File: config.mk
export PLATFORM = sky130hd
export DESIGN_NAME = char_lcd_nibble_bus_sequencer
export DESIGN_NICKNAME = d
export VERILOG_FILES = /design/src/design/clnbs_pkg.sv /design/src/design/clnbs_ctrl.sv /design/src/design/clnbs_dp.sv /design/src/design/char_lcd_nibble_bus_sequencer.sv
export VERILOG_INCLUDE_DIRS = /design/src /design/src/design
export SDC_FILE = /design/constraint.sdc
export NUM_CORES = 1
export LEC_CHECK = 0
export CELL_PAD_IN_SITES_DETAIL_PLACEMENT = 1
export CELL_PAD_IN_SITES_GLOBAL_PLACEMENT = 1
export CORE_ASPECT_RATIO = 0.8
export CORE_MARGIN = 2
export CORE_UTILIZATION = 40
export DETAILED_ROUTE_END_ITERATION = 7
export DONT_BUFFER_PORTS = 1
export PLACE_DENSITY_LB_ADDON = 0.1
export REMOVE_ABC_BUFFERS = 1
export SYNTH_ARGS = -nofsm -noshare
export SYNTH_HDL_FRONTEND = slang
export SYNTH_HIERARCHICAL = 1
export SYNTH_SLANG_ARGS = --single-unit
File: constraint.sdc
create_clock -name clk -period 10.7 [get_ports clk]
set_clock_uncertainty 0.1 [all_clocks]
set_input_delay 0.535 -clock clk [delete_from_list [all_inputs] [get_ports clk]]
set_output_delay 0.535 -clock clk [all_outputs]
set_load 0.03 [all_outputs]
File: src/design/assert_macros.svh
// Assertion helpers for the file that checks this block.
// Each expects clk and rst_n in scope.
`ifndef ASSERT_MACROS_SVH
`define ASSERT_MACROS_SVH

// Same-cycle implication.
`define CLNBS_ASSERT_IMPL(label, ante, cons, msg) \
    label: assert property (@(posedge clk) disable iff (!rst_n) (ante) |-> (cons)) \
        else $error(msg);

// Next-cycle implication.
`define CLNBS_ASSERT_NEXT(label, ante, cons, msg) \
    label: assert property (@(posedge clk) disable iff (!rst_n) (ante) |=> (cons)) \
        else $error(msg);

`endif

File: src/design/clnbs_pkg.sv
package clnbs_pkg;

    localparam int WAIT_W = 13;
    localparam int IDX_W  = 5;

    // Request operations
    localparam logic [2:0] FUNC_CMD   = 3'd0;
    localparam logic [2:0] FUNC_DATA  = 3'd1;
    localparam logic [2:0] FUNC_POS   = 3'd2;
    localparam logic [2:0] FUNC_CLEAR = 3'd3;
    localparam logic [2:0] FUNC_INIT  = 3'd4;

    // Configuration register indexes
    localparam logic [1:0] CFG_PULSE  = 2'd0;
    localparam logic [1:0] CFG_SETTLE = 2'd1;
    localparam logic [1:0] CFG_CLEAR  = 2'd2;

    localparam logic [3:0]  PULSE_RST  = 4'd1;
    localparam logic [7:0]  SETTLE_RST = 8'd40;
    localparam logic [11:0] CLEAR_RST  = 12'd2000;

    // Controller command bytes
    localparam logic [7:0] CMD_SET_ADDR   = 8'h80;
    localparam logic [7:0] CMD_FUNC_SET   = 8'h28;
    localparam logic [7:0] CMD_DISPLAY_ON = 8'h0C;
    localparam logic [7:0] CMD_CLEAR      = 8'h01;
    localparam logic [7:0] CMD_ENTRY      = 8'h06;

    localparam logic [3:0] NIB_8BIT = 4'h3;
    localparam logic [3:0] NIB_4BIT = 4'h2;

    localparam logic [WAIT_W-1:0] WAIT_POWER_UP = 13'd5000;
    localparam logic [WAIT_W-1:0] WAIT_MODE     = 13'd1000;

    // Phase index ranges of the power-up sequence and of a byte request
    localparam logic [IDX_W-1:0] INIT_FIRST_NIB  = 5'd1;
    localparam logic [IDX_W-1:0] INIT_FIRST_BYTE = 5'd9;
    localparam logic [IDX_W-1:0] INIT_LAST_IDX   = 5'd24;
    localparam logic [IDX_W-1:0] BYTE_LAST_IDX   = 5'd3;

    typedef struct packed {
        logic             capture;
        logic             emit;
        logic             init;
        logic             last_phase;
        logic [IDX_W-1:0] idx;
    } clnbs_cmd_t;

    typedef struct packed {
        logic slot_free;
    } clnbs_sts_t;

    function automatic logic [7:0] init_byte(input logic [1:0] sel);
        logic [7:0] b;
        case (sel)
            2'd0:    b = CMD_FUNC_SET;
            2'd1:    b = CMD_DISPLAY_ON;
            2'd2:    b = CMD_CLEAR;
            default: b = CMD_ENTRY;
        endcase
        return b;
    endfunction

endpackage

File: src/design/clnbs_ctrl.sv
module clnbs_ctrl (
    input  logic                clk,
    input  logic                rst_n,
    input  logic                in_valid,
    input  logic [2:0]          func,
    output logic                in_stall,
    input  clnbs_pkg::clnbs_sts_t sts,
    output clnbs_pkg::clnbs_cmd_t cmd
);
    import clnbs_pkg::*;

    typedef enum logic {
        ST_IDLE,
        ST_RUN
    } state_t;

    state_t           state_reg, state_next;
    logic [IDX_W-1:0] idx_reg, idx_next;
    logic             init_reg, init_next;
    logic             last_phase;

    assign in_stall   = (state_reg != ST_IDLE);
    assign last_phase = (idx_reg == (init_reg ? INIT_LAST_IDX : BYTE_LAST_IDX));

    always_comb
    begin
        cmd.capture    = (state_reg == ST_IDLE) && in_valid;
        cmd.emit       = (state_reg == ST_RUN) && sts.slot_free;
        cmd.init       = init_reg;
        cmd.last_phase = last_phase;
        cmd.idx        = idx_reg;
    end

    always_comb
    begin
        state_next = state_reg;
        idx_next   = idx_reg;
        init_next  = init_reg;
        case (state_reg)
            ST_IDLE:
            begin
                // drop unused operation codes on accept
                if (in_valid && (func <= FUNC_INIT))
                begin
                    state_next = ST_RUN;
                    idx_next   = '0;
                    init_next  = (func == FUNC_INIT);
                end
            end
            ST_RUN:
            begin
                if (sts.slot_free)
                begin
                    idx_next = idx_reg + 1'b1;
                    if (last_phase)
                        state_next = ST_IDLE;
                end
            end
            default: state_next = ST_IDLE;
        endcase
    end

    always_ff @(posedge clk or negedge rst_n)
    begin
        if (!rst_n)
        begin
            state_reg <= ST_IDLE;
            idx_reg   <= '0;
            init_reg  <= 1'b0;
        end
        else
        begin
            state_reg <= state_next;
            idx_reg   <= idx_next;
            init_reg  <= init_next;
        end
    end

endmodule

File: src/design/clnbs_dp.sv
module clnbs_dp (
    input  logic                  clk,
    input  logic                  rst_n,
    input  logic [2:0]            func,
    input  logic [7:0]            value,
    input  logic                  row,
    input  logic [3:0]            column,
    input  logic                  cfg_valid,
    input  logic [1:0]            cfg_index,
    input  logic [11:0]           cfg_data,
    input  clnbs_pkg::clnbs_cmd_t cmd,
    output clnbs_pkg::clnbs_sts_t sts,
    output logic                  out_valid,
    input  logic                  out_stall,
    output logic                  reg_select,
    output logic                  enable,
    output logic [3:0]            nibble,
    output logic [12:0]           wait_us,
    output logic                  last
);
    import clnbs_pkg::*;

    logic [3:0]  pulse_reg;
    logic [7:0]  settle_reg;
    logic [11:0] clear_wait_reg;

    logic [7:0]  byte_reg, byte_next;
    logic        rs_reg, rs_next;
    logic        clr_reg, clr_next;

    logic              out_valid_reg;
    logic              rs_out_reg, en_out_reg, last_out_reg;
    logic [3:0]        nib_out_reg;
    logic [WAIT_W-1:0] wait_out_reg;

    logic              ph_rs, ph_en;
    logic [3:0]        ph_nib;
    logic [WAIT_W-1:0] ph_extra, ph_wait;
    logic [IDX_W-1:0]  nib_ofs, byte_ofs;
    logic [7:0]        cur_byte;
    logic              cur_clr;
    logic [1:0]        k;

    assign sts.slot_free = !out_valid_reg || !out_stall;

    always_ff @(posedge clk or negedge rst_n)
    begin
        if (!rst_n)
        begin
            pulse_reg      <= PULSE_RST;
            settle_reg     <= SETTLE_RST;
            clear_wait_reg <= CLEAR_RST;
        end
        else if (cfg_valid)
        begin
            case (cfg_index)
                CFG_PULSE:  pulse_reg      <= cfg_data[3:0];
                CFG_SETTLE: settle_reg     <= cfg_data[7:0];
                CFG_CLEAR:  clear_wait_reg <= cfg_data;
                default:    ;
            endcase
        end
    end

    // Reduce the request to one byte, its register select and its clear flag.
    always_comb
    begin
        byte_next = value;
        rs_next   = 1'b0;
        clr_next  = 1'b0;
        case (func)
            FUNC_CMD:   byte_next = value;
            FUNC_DATA:
            begin
                byte_next = value;
                rs_next   = 1'b1;
            end
            FUNC_POS:   byte_next = CMD_SET_ADDR | {1'b0, row, 2'b00, column};
            FUNC_CLEAR:
            begin
                byte_next = CMD_CLEAR;
                clr_next  = 1'b1;
            end
            default:    byte_next = value;
        endcase
    end

    always_ff @(posedge clk)
    begin
        if (cmd.capture)
        begin
            byte_reg <= byte_next;
            rs_reg   <= rs_next;
            clr_reg  <= clr_next;
        end
    end

    assign nib_ofs  = cmd.idx - INIT_FIRST_NIB;
    assign byte_ofs = cmd.idx - INIT_FIRST_BYTE;

    always_comb
    begin
        ph_rs    = 1'b0;
        ph_en    = 1'b0;
        ph_nib   = '0;
        ph_extra = '0;
        cur_byte = byte_reg;
        cur_clr  = clr_reg;
        k        = cmd.idx[1:0];
        if (cmd.init && (cmd.idx < INIT_FIRST_BYTE))
        begin
            // idle phase, then four single nibbles
            if (cmd.idx != '0)
            begin
                ph_en  = !nib_ofs[0];
                ph_nib = (nib_ofs[2:1] == 2'd3) ? NIB_4BIT : NIB_8BIT;
                if (nib_ofs[0])
                    ph_extra = {5'b0, settle_reg}
                             + ((nib_ofs[2:1] == 2'd0) ? WAIT_POWER_UP : WAIT_MODE);
            end
        end
        else
        begin
            if (cmd.init)
            begin
                cur_byte = init_byte(byte_ofs[3:2]);
                cur_clr  = (byte_ofs[3:2] == 2'd2);
                k        = byte_ofs[1:0];
            end
            else
                ph_rs = rs_reg;
            ph_en  = !k[0];
            ph_nib = k[1] ? cur_byte[3:0] : cur_byte[7:4];
            if (k == 2'd3)
                ph_extra = {5'b0, settle_reg} + (cur_clr ? {1'b0, clear_wait_reg} : '0);
        end
        if (!ph_en && cmd.init && (cmd.idx == '0))
            ph_wait = '0;
        else
            ph_wait = {9'b0, pulse_reg} + ph_extra;
    end

    always_ff @(posedge clk or negedge rst_n)
    begin
        if (!rst_n)
            out_valid_reg <= 1'b0;
        else if (cmd.emit)
            out_valid_reg <= 1'b1;
        else if (!out_stall)
            out_valid_reg <= 1'b0;
    end

    always_ff @(posedge clk)
    begin
        if (cmd.emit)
        begin
            rs_out_reg   <= ph_rs;
            en_out_reg   <= ph_en;
            nib_out_reg  <= ph_nib;
            wait_out_reg <= ph_wait;
            last_out_reg <= cmd.last_phase;
        end
    end

    assign out_valid  = out_valid_reg;
    assign reg_select = rs_out_reg;
    assign enable     = en_out_reg;
    assign nibble     = nib_out_reg;
    assign wait_us    = wait_out_reg;
    assign last       = last_out_reg;

endmodule

File: src/design/char_lcd_nibble_bus_sequencer.sv
// Character LCD 4-bit bus sequencer.
// Input channel (in_valid/in_stall) takes one request beat: func selects
// command, data, set position, clear or power-up initialization; value, row
// and column are its operands. Unused func codes are taken and dropped.
// Output channel (out_valid/out_stall) gives one bus phase per beat:
// reg_select, enable, nibble, wait_us, and last on the final phase.
// A byte request gives 4 phases, initialization gives 25.
// After the request beat the controller enters its run state, and each phase
// is then registered into the output register. The phase counter in the
// controller advances one phase per cycle while the output slot is free;
// in_stall is high while phases remain to be issued.
// A stalled output beat holds in the output register and the counter waits.
// Configuration (cfg_valid/cfg_ready, cfg_index, cfg_data) is always ready;
// index 0 pulse_us, 1 settle_us, 2 clear_wait_us; write only while idle.
// Reset: registers return to 1, 40 and 2000 us; no phase is pending.
`include "assert_macros.svh"

module char_lcd_nibble_bus_sequencer (
    input  logic        clk,
    input  logic        rst_n,
    input  logic        in_valid,
    output logic        in_stall,
    input  logic [2:0]  func,
    input  logic [7:0]  value,
    input  logic        row,
    input  logic [3:0]  column,
    output logic        out_valid,
    input  logic        out_stall,
    output logic        reg_select,
    output logic        enable,
    output logic [3:0]  nibble,
    output logic [12:0] wait_us,
    output logic        last,
    input  logic        cfg_valid,
    output logic        cfg_ready,
    input  logic [1:0]  cfg_index,
    input  logic [11:0] cfg_data
);
    import clnbs_pkg::*;

    clnbs_cmd_t cmd;
    clnbs_sts_t sts;

    assign cfg_ready = 1'b1;

    clnbs_ctrl u_ctrl (
        .clk      (clk),
        .rst_n    (rst_n),
        .in_valid (in_valid),
        .func     (func),
        .in_stall (in_stall),
        .sts      (sts),
        .cmd      (cmd)
    );

    clnbs_dp u_dp (
        .clk        (clk),
        .rst_n      (rst_n),
        .func       (func),
        .value      (value),
        .row        (row),
        .column     (column),
        .cfg_valid  (cfg_valid && cfg_ready),
        .cfg_index  (cfg_index),
        .cfg_data   (cfg_data),
        .cmd        (cmd),
        .sts        (sts),
        .out_valid  (out_valid),
        .out_stall  (out_stall),
        .reg_select (reg_select),
        .enable     (enable),
        .nibble     (nibble),
        .wait_us    (wait_us),
        .last       (last)
    );

    `CLNBS_ASSERT_IMPL(a_last_enable_low, out_valid && last, !enable, "last phase with enable high")
    `CLNBS_ASSERT_NEXT(a_busy_after_req, in_valid && !in_stall && func <= FUNC_INIT, in_stall, "request not held off")
    `CLNBS_ASSERT_IMPL(a_emit_needs_slot, cmd.emit, sts.slot_free, "phase emitted into a full slot")

endmodule

==> results of run 1 <==
## per-stage QoR
| step | cells | hold WS [ns] | setup slack [ns] | total power, mW | instance area [um2] |
|---|---|---|---|---|---|
| floorplan | 353 | 0.1394 | 6.455 | 0.9227 | 3761 |
| global placement | 468 | 0.1413 | 5.997 | 1.055 | 3905 |
| detailed placement | 468 | 0.1415 | 5.838 | 1.065 | 3905 |
| CTS | 486 | 0.2185 | 5.783 | 1.388 | 4249 |
| global route | 486 | 0.2336 | 5.407 | 1.474 | 4249 |
| finish | 486 | 0.2306 | 5.799 | 1.376 | 4249 |
## worst max-delay path, cell delays in order, from the launching register on
cell and delay, ns:
dfrtp_1 0.75, inv_1 0.16, ha_1 0.34, nor2_1 0.14
nand3_1 0.14, nand3_1 0.15, o21a_1 0.30, and2_1 0.17
ha_1 0.18, inv_1 0.07, fa_1 0.37, nand2b_1 0.19
a32o_1 0.26, ha_1 0.31, nor2b_1 0.18, o21a_1 0.15
nor2_1 0.08, a2111oi_2 0.28, nand4_1 0.16, xnor2_1 0.15
## power groups by stage
stage	Combinational, mW	Sequential (mW)	Clock [mW]
after CTS	0.541	0.531	0.316
after global routing	0.605	0.545	0.324
after floorplan	0.418	0.505	0
after global placement	0.523	0.532	0
after detailed placement	0.530	0.535	0
final	0.539	0.530	0.307
## Yosys cell counts, types with 8 or more instances
cell type,n,area (um2)
nand2_1,37,138.9
mux2_2,25,281.5
xor2_1,12,105.1
dfstp_2,9,236.5
and2_1,10,62.56
dfrtp_1,23,575.6
nand3_1,9,45.04
a21oi_1,18,90.09
xnor2_1,8,70.07
ha_1,18,225.2
edfxtp_1,30,900.9
nor2_1,24,90.09
inv_1,9,33.78
o21ai_0,23,115.1
## worst min-delay path by stage
stage,end,slack (ns),cells after the start
2_1_floorplan,u_ctrl/idx_reg[0],0.14,0
3_3_place_gp,u_ctrl/idx_reg[1],0.14,0
3_5_place_dp,u_ctrl/idx_reg[1],0.14,0
4_1_cts,u_ctrl/init_reg,0.22,2
5_1_grt,u_dp/clear_wait_reg[1],0.23,1
6_report,u_ctrl/init_reg,0.23,2
## timing repair
| item | CTS | global route |
|---|---|---|
| setup buffers | 0 | 0 |
| hold endpoints to repair | 32 | 0 |
| hold buffers | 2 | 0 |
## routing by layer
layer / part of all wire / track usage
met1: 0.52 / 0.2672
met2: 0.42 / 0.2690
met3: 0.044 / 0.05288
met4: 0.016 / 0.07012
met5: 0 / 0
## cell type report
type	count	area, um2
fillers	996	4943
multi-input cells	282	2014
flip-flops and latches	62	1713
clock buffers	9	225.2
well taps	115	143.9
clock inverters	7	88.84
inverters	9	33.78
repair buffers	2	30.03
## logic make-up after synthesis
| logic type | synth area share |
|---|---|
| AO/OA/AOI/OAI | 0.1495 |
| multiplexers | 0.08369 |
| buffers and inverters | 0.02996 |
| flip-flops | 0.4458 |
| AND/OR/NAND/NOR | 0.1755 |
| other | 0.0009759 |
| XOR/XNOR | 0.04559 |
| adder cells (fa/ha/maj) | 0.06903 |
==> summary.md, run 1 <==
| Metric | Value |
|---|---|
| Status | complete, no violations |
| Number of cell rows | 31 |
| Number of H-tree levels | 3 |
| Internal power contribution | 0.7787 mW |
| Final worst path period share | 0.4581 |
| Leak | 1.668 nW |
| Yosys cell types | 64 |
| Fmax | 204.0 MHz |
| Min Tclk post-route | 4.901 ns |
| Wire length per cell | 18.29 um |
| Area of the mapped netlist | 0.003842 mm2 |
| Worst reg2reg endpoint | u_dp/wait_us[11] |
| Sequential element share of the synthesized area | 0.4458 |
| Core Box Area | 0.009193 mm2 |
| Post-synthesis async set-or-reset flop share | 0.5161 |
| Max reg flops | 13 |
| Flops & latches, synth | 62 |
| Slew of the pin with the lowest slew margin | 0.9028 ns |
| Worst min-delay path category | in2reg |
| Total negative slack | 0 ns |
| Initial antenna violation count | 0 |
| Switch share | 0.4339 |
| Pin count of the biggest net entering global routing | 33 |
| Commonest non-fill, non-tap cells in the layout | 37 x nand2_1, 30 x edfxtp_1, 25 x mux2_2 |
| Ys Warns | 6 |
| NetSw | 0.5969 mW |
| Clk pwr share | 0.223 |
| Hold Startpoint | func[2] |
| Critical Path End | u_dp/wait_us[11] |
| Die Ht | 91.67 um |
| # setup viols final | 0 |
| Final hold viol count | 0 |
| ANT nets after route | 0 |
| Full die area | 0.01041 mm2 |
| Max FO, Critical Path | 18 |
| Clock Sinks | 62 |
| Max IR drop VDD | 0.1337 mV |
| Clk Latency, worst-skew pair | 0.33 ns |
| CTS max path bufs | 2 |
| Depth of the most critical reg-to-reg path | 19 |
| CP Launch Point | u_ctrl/idx_reg[1] |
| CTS tree | yes |
| Iter 0 DRT Violations | 56 |
| Rel. slew slack | 0.3975 |
| Critical path class | reg2reg |
| Commonest non-fill, non-tap cell in the layout | nand2_1 |
| Layout cells sized above 1 | 0.1698 |
| Die Wd | 113.6 um |
| Power density cells | 323.8 mW/mm2 |
| Slew Viols, Final | 0 |
| Reg2reg start | u_ctrl/idx_reg[1] |
| PortBufs | 0 |
| Sequential power share | 0.385 |
| Num CTS Buffers | 9 |
| Routed wire length | 8.888 mm |
| Syn-to-layout area delta | 10.58% |
| Logic pwr share | 0.392 |
| CTS root buffer | clkbuf_16 |
| Cells after Synth | 367 |
| Fin nets | 421 |
| Initial Utilization | 0.4180 |
| Flop2flop setup slack | 5.80 ns |
| GRT Total Usage | 0.1872 |
| Ys flop type | edfxtp_1 |
| Total grt overflow | 0 |
| Crit path DAT | 4.88 ns |
| First-pass GRT wire length | 14.81 mm |
| Cts repair resizes | 0 |
| Vias in the first global route | 2837 |
| Final Util | 0.4622 |
| HPWL Detailed | 6.622 mm |
| CP startpoint kind | flip-flop |
| Worst Path Required | 10.68 ns |
| DR vias | 2736 |
| Gpl congestion | 0.7428 |
| Top Ports | 58 |
| Vias/cell | 5.630 |
| Diodes inserted | 0 |
| Setup crit end kind | flip-flop |
| Unrepaired setup endpoints after global routing | false |
| EDFF count, synth | 30 |
| Post-Syn Area per Cell | 10.47 um2 |
| DRC Markers | 0 |
| First-pass detailed-route iteration total | 4 |
| Total of max-cap violations | 0 |
| Reg clk slew, reported paths | 0.05 ns |
Note: power is estimated with default switching activity, not from simulation.
==> run 2: changes to the inputs <==
- ABC_AREA: default -> 1
- clock period: 10.7 -> 4.5 ns (I/O delays scaled with it)
==> run 2 against run 1 <==
  * Worst hold slack got worse by 0.23 ns
  * Global-route usage increased by 2.1 points
  * Synthesized cell count increased by 35%
  * Critical path type unchanged
  * Critical endpoint is now u_dp/wait_us[5]
==> summary.md, run 2 <==
| Metric | Value |
|---|---|
| Full die area | 0.01067 mm2 (+2.5%) |
| Total of max-cap violations | 0 (unchanged) |
| Dpl cell area | 0.004058 mm2 (+3.9%) |
| Commonest non-fill, non-tap cells in the layout | 119 x nand2_1, 77 x inv_1, 47 x nor2_1 |
| Clk pwr share | 0.230 (+0.007) |
| Logic pwr share | 0.402 (+0.010) |
| Max IR drop VDD | 0.3239 mV (+140%) |
| Most frequent cells after synthesis | 119 x nand2_1, 77 x inv_1, 48 x nor2_1, 39 x nand3_1, 33 x o21ai_0 |
| Max reg flops | 13 (unchanged) |
| Power density cells | 676.7 mW/mm2 (+110%) |
| Clk Latency, worst-skew pair | 0.33 ns (about the same) |
| Filler instances | 1137 (+14%) |
| CTS max path bufs | 2 (unchanged) |
| CTS root buffer | clkbuf_16 |
| Number of H-tree levels | 3 (unchanged) |
| NetSw | 1.410 mW (+140%) |
| Worst min-delay path category | in2reg |
| GRT Total Usage | 0.2085 (+0.02136) |
| DR vias | 3344 (+22%) |
| Worst Path Required | 4.46 ns (-6.22 ns) |
| EDFF count, synth | 30 (unchanged) |
| Crit path DAT | 4.14 ns (-0.74 ns) |
| Yosys cell types | 42 (-34%) |
| Num CTS Buffers | 9 (unchanged) |
| Leak | 2.269 nW (+36%) |
| Die Wd | 115.0 um (+1.2%) |
| Finished Layout Cells | 655 (+35%) |
| Delay of the slowest critical-path stage | 0.45 ns (-0.30 ns) |
| CP startpoint kind | flip-flop |
| Die Ht | 92.80 um (+1.2%) |
| Iter 0 DRT Violations | 116 (+110%) |
| Initial antenna violation count | 0 (unchanged) |
| Post-synthesis async set-or-reset flop share | 0.5161 (unchanged) |
| Commonest non-fill, non-tap cell in the layout | nand2_1 |
| Slew Viols, Final | 0 (unchanged) |
| Critical path class | reg2reg |
| Layout cells sized above 1 | 0.1511 (-0.01869) |
| Synth top area share | 0.2285 (-0.005952) |
| Flops & latches, synth | 62 (unchanged) |
| Rel. slew slack | 0.4006 (+0.003101) |
| Setup crit end kind | flip-flop |
| Worst path bufs/invs | 8 (+6) |
| Max FO, Critical Path | 8 (-10) |
| Routed wire length | 10.43 mm (+17%) |
| Clock Sinks | 62 (unchanged) |
| Final Util | 0.4875 (+0.02527) |
| Area of the mapped netlist | 0.003943 mm2 (+2.6%) |
| Sequential power share | 0.368 (-0.017) |
| Most frequent cell after synthesis | nand2_1 |
| DRC Markers | 0 (unchanged) |
| Slew of the pin with the lowest slew margin | 0.8966 ns (-0.006169 ns) |
| Vias/cell | 5.105 (-9.3%) |
| Fin nets | 586 (+39%) |
| Number of cell rows | 32 (+3.2%) |
| Fmax | 239.2 MHz (+17%) |
| Ys flop type | edfxtp_1 |
| Switch share | 0.4447 (+0.01076) |
| Wire length per cell | 15.92 um (-13%) |
| Synth area leader | edfxtp_1 |
| HPWL Detailed | 7.611 mm (+15%) |
| Critical path's slowest cell | dfrtp_2 |
| Initial Utilization | 0.4103 (-0.007707) |
| Diodes inserted | 0 (unchanged) |
| Total grt overflow | 0 (unchanged) |
| CTS tree | yes |
| Sequential element share of the synthesized area | 0.4345 (-0.01132) |
| Cells after Synth | 494 (+35%) |
| Pin count of the biggest net entering global routing | 33 (unchanged) |
| Final worst path period share | 0.9289 (+0.4709) |
| Final hold viol count | 0 (unchanged) |
| Syn-to-layout area delta | 18.82% |
| Cell mode on critical path | inv_1 |
| Final worst slack | 0.3198 ns (-5.479 ns) |
| First-pass GRT wire length | 17.06 mm (+15%) |
| PortBufs | 0 (unchanged) |
| Placed Cells | 608 (+30%) |
| Min Tclk post-route | 4.180 ns (-0.7210 ns) |
| Delay-heaviest family, CP | adder cells |
| Reg clk slew, reported paths | 0.05 ns (about the same) |
| # setup viols final | 0 (unchanged) |
| Pre-CTS setup slack | 0.01607 ns (-5.822 ns) |
| Final Cell Area | 0.004684 mm2 (+10%) |
| Vias in the first global route | 3385 (+19%) |
| Core Box Area | 0.009609 mm2 (+4.5%) |
| ANT nets after route | 0 (unchanged) |
| Synth top area cells | edfxtp_1 23%, dfrtp_1 15%, nand2_1 11% |
| First-pass detailed-route iteration total | 5 (+1) |
| Top Ports | 58 (unchanged) |
| Post-Syn Area per Cell | 7.981 um2 (-24%) |
| Ys Warns | 6 (unchanged) |
| Status | complete, no violations |
| Internal power contribution | 1.760 mW (+130%) |
| Gpl congestion | 0.8683 (+17%) |
| Overall power | 3.170 mW (+130%) |
## run 2: cell types whose count changed after synthesis, sizes merged, moves of 9 or more
cell   delta
nand2    +92
inv      +75
nor2     +35
nand3    +33
mux2     -24
and2     -11
xor2      -9
## run 2: cells by family (layout without fill, tap and decap cells)
logic type | count (synthesis) | after routing | synth area share
compound gates | 67 | 67 | 0.09584
xor+xnor | 5 | 5 | 0.01111
fa+ha+maj | 20 | 20 | 0.06728
buf+inv | 92 | 134 | 0.09743
flops | 62 | 62 | 0.4345
mux | 1 | 1 | 0.002856
other cells | 1 | 1 | 0.0009512
simple gates | 246 | 246 | 0.2901
## run 2: per-layer routing
metal | GRT usage | routed length, um | vias up
met5 | 0 | 0 | -
met4 | 0.06526 | 148 | 0
met2 | 0.3083 | 4515 | 66
met3 | 0.04974 | 397 | 12
li1 | - | - | 1667
met1 | 0.3001 | 5365 | 1599
## run 2: stage by stage
step | hold slack, ns | TNS, ns
detailed placement | -0.1697 | 0
floorplan | -0.1706 | 0
global route | 0.003360 | -0.06714
global placement | -0.1698 | 0
finish | 0.003635 | 0
CTS | 0.0006347 | 0
## run 2: power by group through the flow
stage          Sequential [mW]  Clock, mW  Combinational (mW)
3_5_place_dp              1.18          0                1.18
6_report                  1.17      0.729                1.27
4_1_cts                   1.17      0.749                1.21
3_3_place_gp              1.18          0                1.15
5_1_grt                   1.19      0.768                1.45
2_1_floorplan             1.16          0               0.856
## run 2: worst paths after layout
kind                       slack [ns]                      end                   start  cells past startpoint
min in group asynchronous        0.24  u_dp/clear_wait_reg[11]                   rst_n                      2
min reg2reg                      0.39   u_dp/clear_wait_reg[0]  u_dp/clear_wait_reg[0]                      2
min                             0.004       u_dp/settle_reg[1]             cfg_data[1]                      2
max                              0.32          u_dp/wait_us[5]       u_ctrl/idx_reg[0]                     25
max in group asynchronous        3.79        u_dp/pulse_reg[0]                   rst_n                      2
max reg2reg                      0.32          u_dp/wait_us[5]       u_ctrl/idx_reg[0]                     25
## run 2: cell type report
cell class,count,area (um2),area share
Multi-Input combinational cell,340,1859,0.3969
Sequential cell,62,1714,0.3659
Inverter,84,330.3,0.07051
Timing Repair Buffer,34,317.8,0.06784
Clock buffer,9,225.2,0.04808
Tap cell,119,148.9,0.03178
Clock inverter,7,88.84,0.01896
## run 2: repair_timing
action	in CTS	in global routing
hold endpoints to repair	60	0
setup endpoints to repair	1	8
hold buffers	21	0
setup buffers	0	10
pin swaps	0	5
resized for setup	2	5
==> run 3: changes to the inputs <==
- ABC_AREA: 1 -> default
==> run 3 against run 2 <==
  * Die area down 2.4%
  * Utilization decreased by 0.17 points
  * Critical path type unchanged
  * Total power rose by 2.5%
  * Register-to-register slack about the same
==> summary.md, run 3 (synthesis results as in run 1) <==
| Metric | Value |
|---|---|
| Vias in the first global route | 3018 (-11%) |
| Post-CTS Repair Setup Buffers | 0 (unchanged) |
| Unrepaired setup endpoints after global routing | false |
| PortBufs | 0 (unchanged) |
| Syn-to-layout area delta | 16.22% |
| Final Cell Area | 0.004466 mm2 (-4.7%) |
| Initial antenna violation count | 0 (unchanged) |
| ANT nets after route | 0 (unchanged) |
| GR met1 Demand/Resource | 0.2854 (-0.01471) |
| HPWL Detailed | 7.280 mm (-4.4%) |
| Critical path's slowest cell | dfrtp_1 |
| First-pass GRT wire length | 16.08 mm (-5.7%) |
| Clk Latency, worst-skew pair | 0.33 ns (about the same) |
| Die Ht | 91.67 um (-1.2%) |
| Diodes inserted | 0 (unchanged) |
| Num CTS Buffers | 9 (unchanged) |
| Cell mode on critical path | ha_1 |
| Max reg flops | 13 (unchanged) |
| Status | complete, no violations |
| Fin nets | 448 (-24%) |
| Power density cells | 727.5 mW/mm2 (+7.5%) |
| Internal power contribution | 1.796 mW (+2.0%) |
| Fmax | 240.0 MHz (+0.34%) |
| Initial Utilization | 0.4180 (+0.007707) |
| Worst min-delay path category | in2reg |
| Slew of the pin with the lowest slew margin | 0.8863 ns (-0.01036 ns) |
| Switch share | 0.4471 (+0.002452) |
| GR Layer Usage met2 | 0.3109 (+0.002545) |
| Final hold viol count | 0 (unchanged) |
| DR vias | 2870 (-14%) |
| Commonest non-fill, non-tap cell in the layout | nand2_1 |
| Number of H-tree levels | 3 (unchanged) |
| Number of cell rows | 31 (-3.1%) |
| Worst Path Required | 4.47 ns (about the same) |
| Layout cells sized above 1 | 0.1784 (+0.02727) |
| Leak | 1.775 nW (-22%) |
| Critical path class | reg2reg |
| Max IR drop VDD | 0.3012 mV (-7.0%) |
| Full die area | 0.01041 mm2 (-2.4%) |
| Worst path bufs/invs | 3 (-5) |
| NetSw | 1.453 mW (+3.0%) |
| CTS max path bufs | 2 (unchanged) |
| Vias/cell | 5.595 (+9.6%) |
| Total negative slack | 0 ns (unchanged) |
| Reg clk slew, reported paths | 0.05 ns (about the same) |
| Overall power | 3.249 mW (+2.5%) |
| Rel. slew slack | 0.4085 (+0.007931) |
| Setup crit end kind | flip-flop |
| Max FO, Critical Path | 7 (-1) |
| Clk pwr share | 0.183 (-0.047) |
| Final worst slack | 0.3341 ns (+0.01427 ns) |
| Min Tclk post-route | 4.166 ns (-0.01427 ns) |
| GRT Total Usage | 0.2016 (-0.006904) |
| Pin count of the biggest net entering global routing | 33 (unchanged) |
| Wire length per cell | 18.99 um (+19%) |
| Pre-CTS setup slack | 0.2805 ns (+0.2644 ns) |
| Delay-heaviest family, CP | adder cells |
| GRT busiest layer | met2 |
| Total of max-cap violations | 0 (unchanged) |
| First-pass detailed-route iteration total | 4 (-1) |
| Commonest non-fill, non-tap cells in the layout | 37 x nand2_1, 30 x edfxtp_1, 25 x mux2_2 |
| Iter 0 DRT Violations | 111 (-4.3%) |
| Crit path cell chain | inv_1, ha_1, buf_4, nand3b_1, nand3_2, o21a_1, and2_1, ha_1, inv_1, fa_1, nand2b_4, a32o_1, ha_1, nor2b_2, o21a_1, nor2_1, a2111oi_2, nand4_1, xnor2_1 |
| Grt met3 use | 0.05023 (+0.0004931) |
| # setup viols final | 0 (unchanged) |
| Gpl congestion | 0.8113 (-6.6%) |
| CTS tree | yes |
| CP startpoint kind | flip-flop |
| Top Ports | 58 (unchanged) |
| Routed wire length | 9.741 mm (-6.6%) |
| Filler instances | 997 (-12%) |
| Die Wd | 113.6 um (-1.2%) |
| Crit path DAT | 4.14 ns (about the same) |
| Logic pwr share | 0.451 (+0.049) |
| DRC Markers | 0 (unchanged) |
| Delay of the slowest critical-path stage | 0.41 ns (-0.04 ns) |
| Dpl cell area | 0.003958 mm2 (-2.5%) |
| Total grt overflow | 0 (unchanged) |
| Final worst path period share | 0.9258 (-0.003170) |
| CTS root buffer | clkbuf_16 |
| Slew Viols, Final | 0 (unchanged) |
| Worst hold slack | 0.03133 ns (+0.02770 ns) |
| Sequential power share | 0.366 (-0.002) |
| Core Box Area | 0.009193 mm2 (-4.3%) |
| Clock Sinks | 62 (unchanged) |
## run 3: changes by cell type in the layout (fill, tap and decap cells not counted), sizes merged, moves of 6 or more
cell    delta
nand2     -92
inv       -75
nor2      -35
nand3     -33
mux2      +24
and2      +11
xor2       +9
nand2b     +7
nor2b      +7
a31oi      +6
buf        -6
o21ai      -6
xnor2      +6
## run 3: path summary, 6_finish.rpt
path                                        start                       to  slack [ns]  depth (start not counted)
hold / removal                            func[0]         u_dp/byte_reg[7]        0.03                          1
min in group asynchronous                   rst_n        u_ctrl/idx_reg[0]        0.29                          2
setup reg to reg                u_ctrl/idx_reg[1]         u_dp/wait_us[11]        0.33                         19
max in group asynchronous                   rst_n  u_dp/clear_wait_reg[10]        3.76                          2
setup / recovery                u_ctrl/idx_reg[1]         u_dp/wait_us[11]        0.33                         19
hold reg to reg            u_dp/clear_wait_reg[3]   u_dp/clear_wait_reg[3]        0.40                          1
## run 3: per-layer routing
layer	vias to the layer above	routed length (um)	share of wire
met1	1424	5044	0.52
li1	1393	-	-
met3	9	272	0.028
met5	-	0	0
met2	44	4321	0.44
met4	0	102	0.010
## run 3: power groups by stage
stage / Combinational (mW) / Sequential (mW) / Clock (mW)
after global routing: 1.63 / 1.22 / 0.641
after floorplan: 0.994 / 1.20 / 0
after CTS: 1.45 / 1.19 / 0.614
final: 1.46 / 1.19 / 0.596
after detailed placement: 1.41 / 1.20 / 0
after global placement: 1.38 / 1.20 / 0
## run 3: repair_timing
| item | 4_1_cts | 5_1_grt |
|---|---|---|
| hold endpoints to repair | 64 | 0 |
| resized for setup | 0 | 4 |
| hold buffers | 22 | 0 |
| endpoints found under the setup margin | 0 | 3 |
## run 3: final cells by class
class	instances	area [um2]	share of cell area
multi-input combinational	282	2034	0.4556
inverter	9	33.78	0.007565
sequential	62	1713	0.3836
timing repair buffer	29	282.8	0.06332
clock buffer	10	229.0	0.05127
tap	115	143.9	0.03222
clock inverter	6	28.78	0.006444
## run 3: stage by stage
step | utilization | cells
after CTS | 0.4836 | 513
final | 0.4858 | 513
after global routing | 0.4858 | 513
after global placement | 0.4305 | 475
after detailed placement | 0.4305 | 475
after floorplan | - | 353
## run 3: worst register-to-register path, stage by stage (launching register included)
cell,delay [ns]
dfrtp_1,0.41
inv_1,0.10
ha_1,0.17
buf_4,0.15
nand3b_1,0.14
nand3_2,0.13
o21a_1,0.16
and2_1,0.14
ha_1,0.19
inv_1,0.06
fa_1,0.39
nand2b_4,0.17
a32o_1,0.25
ha_1,0.33
nor2b_2,0.17
o21a_1,0.14
nor2_1,0.09
a2111oi_2,0.29
nand4_1,0.16
xnor2_1,0.15
